$ cat src/bpp_pkg.sv
`timescale 1ns / 1ps
// ----------------------------------------------------------------------------
// bpp_pkg
// Shared types, widths and codes for the billboard point projection pipeline.
// ----------------------------------------------------------------------------
package bpp_pkg;

    // field widths
    localparam int POS_W  = 16;
    localparam int SIZE_W = 16;
    localparam int TEX_W  = 13;
    localparam int SCR_W  = 13;
    localparam int FOC_W  = 16;
    localparam int EDGE_W = 16;
    localparam int ROW_W  = 64;
    localparam int VEC_W  = 48;

    // internal widths
    localparam int PROD_W  = 32;                  // Q9.6 * Q3.12 product
    localparam int CLIP_W  = 34;                  // clip x, y, w
    localparam int DEPTH_W = 35;                  // eye depth, 20 fraction bits
    localparam int SF_W    = SIZE_W + FOC_W;      // size times focal
    localparam int TSF_W   = TEX_W + SF_W;        // texels times size times focal
    localparam int NXY_W   = SCR_W + 1 + CLIP_W + 1;
    localparam int M_W     = 53;                  // divider dividend
    localparam int B_W     = 35;                  // divider divisor
    localparam int Q_W     = 36;                  // divider quotient
    localparam int E_W     = Q_W + 3;             // rectangle edge before clamp

    // apb port
    localparam int APB_AW = 6;
    localparam int APB_DW = 64;

    // depth limit 0.05 with 20 fraction bits
    localparam int NEAR_LIMIT = 52428;

    // reset values
    localparam logic [FOC_W-1:0] FOCAL_RST = FOC_W'(4096);
    localparam logic [SCR_W-1:0] SCR_W_RST = SCR_W'(640);
    localparam logic [SCR_W-1:0] SCR_H_RST = SCR_W'(480);

    // divider lanes
    localparam int NLANE = 4;
    localparam int LN_X  = 0;
    localparam int LN_Y  = 1;
    localparam int LN_W  = 2;
    localparam int LN_H  = 3;

    typedef enum logic [1:0] {
        ST_DRAWN  = 2'd0,
        ST_BEHIND = 2'd1,
        ST_NEAR   = 2'd2,
        ST_SMALL  = 2'd3
    } t_status;

    typedef enum logic [2:0] {
        REG_CLIP_X = 3'd0,
        REG_CLIP_Y = 3'd1,
        REG_CLIP_W = 3'd2,
        REG_CAM    = 3'd3,
        REG_FWD    = 3'd4,
        REG_FOCAL  = 3'd5,
        REG_SCR_W  = 3'd6,
        REG_SCR_H  = 3'd7
    } t_reg_idx;

    typedef struct packed {
        logic [ROW_W-1:0] clip_x;
        logic [ROW_W-1:0] clip_y;
        logic [ROW_W-1:0] clip_w;
        logic [VEC_W-1:0] cam;
        logic [VEC_W-1:0] fwd;
        logic [FOC_W-1:0] focal;
        logic [SCR_W-1:0] scr_w;
        logic [SCR_W-1:0] scr_h;
    } t_cfg;

    typedef struct packed {
        logic [M_W-1:0] m;
        logic [B_W-1:0] b;
        logic           neg;
    } t_div_req;

    typedef struct packed {
        logic [Q_W-1:0] q;
        logic           neg;
    } t_div_res;

    typedef struct packed {
        t_status           status;
        logic [EDGE_W-1:0] left;
        logic [EDGE_W-1:0] top;
        logic [EDGE_W-1:0] right;
        logic [EDGE_W-1:0] bottom;
    } t_result;

endpackage

$ cat src/bpp_back.sv
`timescale 1ns / 1ps
// ----------------------------------------------------------------------------
// bpp_back
// Signs the quotients, centers the rectangle on the screen point and clamps
// each edge to 16 bits (zero for a culled word). Two register stages.
// ----------------------------------------------------------------------------
module bpp_back import bpp_pkg::*; (
    input  logic                 i_clk,
    input  logic                 i_rst_n,
    input  logic                 i_en,
    input  logic                 i_valid,
    input  t_status              i_status,
    input  t_div_res [NLANE-1:0] i_res,
    output logic                 o_valid,
    output t_result              o_res
);

    localparam logic signed [E_W-1:0] SAT_HI = E_W'((2 ** (EDGE_W - 1)) - 1);
    localparam logic signed [E_W-1:0] SAT_LO = -SAT_HI - E_W'(1);

    logic                r1_v, r2_v;
    t_status             r1_st;
    logic signed [Q_W:0] r1_s [NLANE];
    t_result             r2_res;

    logic signed [Q_W:0]   w_hw, w_hh;
    logic signed [E_W-1:0] w_left, w_top, w_right, w_bottom;
    t_result               w_res;

    function automatic logic [EDGE_W-1:0] sat_edge(input logic signed [E_W-1:0] v);
        logic [EDGE_W-1:0] s;
        if (v > SAT_HI) begin
            s = SAT_HI[EDGE_W-1:0];
        end else if (v < SAT_LO) begin
            s = SAT_LO[EDGE_W-1:0];
        end else begin
            s = v[EDGE_W-1:0];
        end
        return s;
    endfunction

    // edges from center and size
    always_comb begin
        w_hw     = r1_s[LN_W] >>> 1;
        w_hh     = r1_s[LN_H] >>> 1;
        w_left   = E_W'(r1_s[LN_X]) - E_W'(w_hw);
        w_top    = E_W'(r1_s[LN_Y]) - E_W'(w_hh);
        w_right  = w_left + E_W'(r1_s[LN_W]);
        w_bottom = w_top + E_W'(r1_s[LN_H]);
        w_res.status = r1_st;
        if (r1_st == ST_DRAWN) begin
            w_res.left   = sat_edge(w_left);
            w_res.top    = sat_edge(w_top);
            w_res.right  = sat_edge(w_right);
            w_res.bottom = sat_edge(w_bottom);
        end else begin
            w_res.left   = '0;
            w_res.top    = '0;
            w_res.right  = '0;
            w_res.bottom = '0;
        end
    end

    // valid bits
    always_ff @(posedge i_clk) begin
        if (!i_rst_n) begin
            r1_v <= 1'b0;
            r2_v <= 1'b0;
        end else if (i_en) begin
            r1_v <= i_valid;
            r2_v <= r1_v;
        end
    end

    // signed quotients, then result word
    always_ff @(posedge i_clk) begin
        if (i_en) begin
            r1_st <= i_status;
            for (int l = 0; l < NLANE; l++) begin
                if (i_res[l].neg) begin
                    r1_s[l] <= -$signed({1'b0, i_res[l].q});
                end else begin
                    r1_s[l] <= $signed({1'b0, i_res[l].q});
                end
            end
            r2_res <= w_res;
        end
    end

    assign o_valid = r2_v;
    assign o_res   = r2_res;

endmodule

$ cat config.mk
export PLATFORM = sky130hd
export DESIGN_NAME = bpp_back
export DESIGN_NICKNAME = d
export VERILOG_FILES = /design/src/bpp_pkg.sv /design/src/bpp_back.sv
export SDC_FILE = /design/constraint.sdc
export NUM_CORES = 1
export LEC_CHECK = 0
export BUFFER_PORTS_ARGS = -buffer_cell sky130_fd_sc_hd__buf_2
export CAP_MARGIN = 20
export CORE_UTILIZATION = 55
export CTS_CLUSTER_SIZE = 14
export DETAILED_ROUTE_END_ITERATION = 10
export PLACE_DENSITY_LB_ADDON = 0.15
export SETUP_SLACK_MARGIN = 0.4
export SYNTH_ARGS = -nofsm -noshare
export SYNTH_HDL_FRONTEND = slang
export SYNTH_SLANG_ARGS = --single-unit
$ cat constraint.sdc
create_clock -name i_clk -period 5.3 [get_ports i_clk]
set_input_delay 0.265 -clock i_clk [delete_from_list [all_inputs] [get_ports i_clk]]
set_output_delay 0.265 -clock i_clk [all_outputs]
set_load 0.01 [all_outputs]
* After elaboration in Yosys (flattened, before gate mapping)
Memory sizes are Yosys's and may differ from the RTL's.
Cells that the tools add are included.
** Cells by class
- Add/subtract/negate cells :: 8
- Order comparisons :: 8
- Muxes and demuxes :: 36
- Bitwise gates (word level) :: 5
- Reduce and logical (&&, ||, !) cells :: 5
** Operator list (number)
- 37-bit two-way mux :: 4
- 36-bit negator with 37-bit output :: 4
- 38-bit by 37-bit adder with 39-bit output :: 2
- 39-bit by 16-bit greater-than comparator with 1-bit output (second input constant) :: 2
- 39-bit by 16-bit less-than comparator with 1-bit output (second input constant) :: 2
- 38-bit by 16-bit greater-than comparator with 1-bit output (second input constant) :: 2
- 38-bit by 16-bit less-than comparator with 1-bit output (second input constant) :: 2
- 37-bit by 36-bit subtractor with 38-bit output :: 2
- 16-bit two-way mux :: 4
- 15-bit two-way mux :: 4
- 1-bit two-way mux :: 24
- 2-bit OR reduction :: 4
- 1-bit bitwise OR :: 4
- 2-bit zero test :: 1
- 1-bit inverter :: 1
** Storage, ports and cells
- Register bits after elaboration :: 70
- Memory bits (writable) :: 148
- Input port bits :: 154
- Output and inout port bits :: 67
- Word-level logic and storage cells :: 75
- Memories :: 1
** Memory list
- r1_s :: words 4, width 37, read ports 4, clocked after memory_dff 0, wr ports 4, line bpp_back.sv:23 : logic signed [Q_W:0] r1_s [NLANE];

* Logic depth before layout (Yosys ltp)
An unclocked memory read counts as a cell.
- Word-level depth :: 6
- Depth in mapped cells :: 28
- Gate-level depth less buffers :: 26

* Worst setup path before layout
OpenSTA, ideal clock, no wires.
- Path kind :: reg-to-reg
- From :: mem r1_s[3][1] in the netlist's numbering
- To :: reg r2_res (netlist bit o_res[10]) (data pin)
- Setup time :: 0.130 ns
- Arrival :: 5.309 ns
- Required time :: 5.170 ns
- Path slack :: -0.139 ns
- Cell stages (with the launch flop) :: 25
- Buffers on the path :: 2
- Clock period less this slack :: 5.439 ns
- Path through :: edfxtp_1 ha_1 fa_1 nand2b_1 a21oi_1 o211ai_1 nand3_1 a21oi_1 o21ai_0 a21o_1 a21oi_1 xnor2_1 ha_1 clkbuf_1 inv_1 a2111oi_0 nor3_1 a311o_1 nor3b_1 nand4_1 nor4_1 a41oi_1 nor2_1 buf_2 a21o_1
** RTL lines
- start, declared :: line bpp_back.sv:23
- end signal, assigned :: line bpp_back.sv:86 : r2_res <= w_res;
- end, declared :: line bpp_back.sv:24 : t_result r2_res;

==> flow_summary.ini <==
[detailed_routing]
ant_nets = 0
num_vias = 20525
drtIter0Drc = 2065
wire_per_inst_um = 19.70
drc = 0
first_pass_iters = 6
wl_um = 66070
vias_per_cell = 6.120

[clocking]
ctsRootBufferMaster = clkbuf_16
clockBufferDepth = 3
cts.clk_slew.worst_paths_ns = 0.05
cts_tree = built
htree_levels = 1
insertion_delay_ns = 0.56
cts_made_buffers = 25
clock_sinks = 218

[timing]
rsz0062_at_grt = yes
fin_tns_setup_ns = -5.366
fmax_mhz = 178.9
whs_ns = 0.02548
worst_pin_slew_ns = 1.021
min_period_ns = 5.589
fin_skew_ns = 0.01437
period_share = 1.055
hold_viol_final = 0
max-slew-margin-rel = 0.3191
setup_viol = 28
finalWorstSetupSlack_ns = -0.2889
maxSlewViolCount = 0

[power]
power_density_mw_per_mm2 = 439.7
seq_power_share = 0.195
comb_power_share = 0.667
p_sw_uw = 5152
switching_share = 0.4412
p_leak_uw = 0.01120
peakVddDrop_uv = 273.5
clkPwrFrac = 0.138
p_int_uw = 6525

[synth]
syn_area_sq_mm = 0.02029
synth_top_area_cell = edfxtp_1
yosysSeqAreaShare = 0.3211
ys_ff_latch = 218
synth-main-ff-cell = edfxtp_1
synth_edf_count = 215
ys_top_cells_by_area = edfxtp_1, ha_1, xnor2_1
syn_inst = 2345
avgSynthCellArea_sq_um = 8.654
synth_cell_types = 91
yosys.area.top_type_share = 0.3181
yosys_warnings = 0
synthArstFlopShare = 0
syn-num-nets = 2659

[critical_path]
crit-reg2reg-launch = r1_s[1][1]
crit_path_end_kind = register
cp.required_ns = 5.73
critPathKind = register to register
r2r.worst_path.cells = 25
start_kind = register
arrival_ns = 6.02
rrSetupSlack_ns = -0.29
crit_fanout = 8
r2r-end = o_res[13]

[hold_path]
min_from = i_res[55]
hold_depth = 2
hp-class = primary input to register
holdPathEnd = r1_s[1][17]

[finish]
nNetsFinal = 3192
multiInputGateArea_sq_mm = 0.01419
final_common_cell = buf_4
n_fill_cell = 2697
drive_gt1_frac = 0.2959
stdcell_area_sq_mm = 0.02656
syn_to_final_growth_pct = 30.86
seq_area_sq_mm = 0.006516
num_antenna_cells = 0
layout_common_cells = buf_4, buf_2, edfxtp_1
finish.utilization = 0.7394

[die]
die_y_um = 194.1
ios = 221
rows = 69
coreArea_sq_mm = 0.03591
dieArea_sq_mm = 0.03767
fp.dieW_um = 194.1
start_util = 0.5650

[global_routing]
grt_pass1_wl_um = 100500
grt.overflow.total = 0
grt_max_degree = 199
grtUsageTotal = 0.3346
antenna_found_initial = 2
grt_pass1_vias = 18605

[status]
violations = setup timing
outcome = finished with violations

[place]
placed_area_sq_mm = 0.02396
place.port_buffers = 220
dpl.hpwl_um = 52170
place_congestion = 0.9522

[flow_run]
maxCapViolCount = 0
-- power groups by stage --
stage	sequential, uW	combinational (uW)	clock (uW)
floorplan	2290	4130	0
global placement	2300	6460	0
detailed placement	2310	6570	0
CTS	2270	7100	1620
global route	2290	8350	1690
finish	2270	7790	1610
-- sequential cells by signal, summed over array words and instances, names as in the netlist --
| signal | flops |
|---|---|
| r1_s | 148 |
| o_res | 66 |
| r1_st | 2 |
| o_valid | 1 |
| r1_v | 1 |
-- cell usage after synthesis, drive strengths merged, types with 8 or more instances --
cell,count
nor2,148
nand3,62
xor2,89
a2111oi,9
a41oi,8
nand2,199
and3,20
o41ai,18
ha,156
edfxtp,215
clkbuf,75
o31ai,28
a21oi,222
o21ai,152
o21ba,13
nand4,43
nor3,58
xnor2,162
o211ai,27
a211oi,18
and2,55
and4,10
o21bai,16
nand2b,30
or4,12
or2,8
or3,21
a31oi,34
nor4,33
o21a,30
inv,151
a21o,70
nor2b,25
-- repair_timing --
item                                    4_1_cts  5_1_grt
pin swaps                                    70       56
hold buffers                                  7        0
gates cloned                                  2        2
endpoints found under the setup margin       31       31
buffers inserted                             46       29
gates resized for setup                     133      107
hold endpoints to repair                      7        0
-- critical path, cell delays in order, from the launching register on --
cell	delay [ns]
edfxtp_1	0.50
ha_1	0.36
nor2b_4	0.19
o2111ai_4	0.17
a211oi_4	0.38
buf_4	0.18
o211ai_1	0.08
o211ai_1	0.18
a21oi_1	0.15
xnor2_1	0.24
ha_2	0.23
a21o_1	0.15
a31oi_1	0.09
buf_4	0.16
a2111oi_4	0.45
nor3_2	0.08
a311o_1	0.35
nor3b_2	0.24
buf_4	0.15
nand4_1	0.13
nor4_2	0.22
a41oi_2	0.16
nor2_2	0.20
buf_4	0.15
buf_12	0.11
a31o_4	0.13
-- kinds of logic after synthesis --
family	share of synthesized area
DFF	0.3211
xor gates and xnor gates	0.1083
and+or+nand+nor	0.1842
buffers and inverters	0.04445
muxes	0.005117
adders and majority gates	0.1001
AOI/OAI and AO/OA	0.2367
-- layout make-up --
cell class | count | area share
Multi-Input combinational cell | 1896 | 0.5342
Clock inverter | 14 | 0.004287
Timing Repair Buffer | 586 | 0.1491
Clock buffer | 28 | 0.02398
Tap cell | 461 | 0.02172
Sequential cell | 218 | 0.2454
Inverter | 151 | 0.02134
-- per-layer routing --
metal,vias to the layer above,GRT usage,part of all wire
li1,9753,-,-
met1,9653,0.5517,0.49
met2,1020,0.4507,0.39
met3,95,0.05062,0.10
met4,4,0.06408,0.017
met5,-,0,0.00035
-- stage by stage --
step | std cells | setup slack (ns) | total power, uW
final | 3354 | -0.2889 | 11680
after global routing | 3354 | -0.4144 | 12330
after CTS | 3323 | -0.01050 | 11000
after detailed placement | 3226 | -0.6203 | 8877
after global placement | 3226 | -0.3188 | 8761
after floorplan | 2345 | 0.2591 | 6424
-- worst max path at each step --
| stage | start | endpoint | slack (ns) |
|---|---|---|---|
| floorplan | r1_s[2][1] | o_res[20] | 0.26 |
| global placement | r1_s[2][1] | o_res[18] | -0.32 |
| detailed placement | r1_s[2][1] | o_res[25] | -0.62 |
| CTS | r1_s[0][0] | o_res[20] | -0.01 |
| global route | r1_s[1][1] | o_res[13] | -0.41 |
| finish | r1_s[1][1] | o_res[13] | -0.29 |
(Power assumes the default switching activity.)
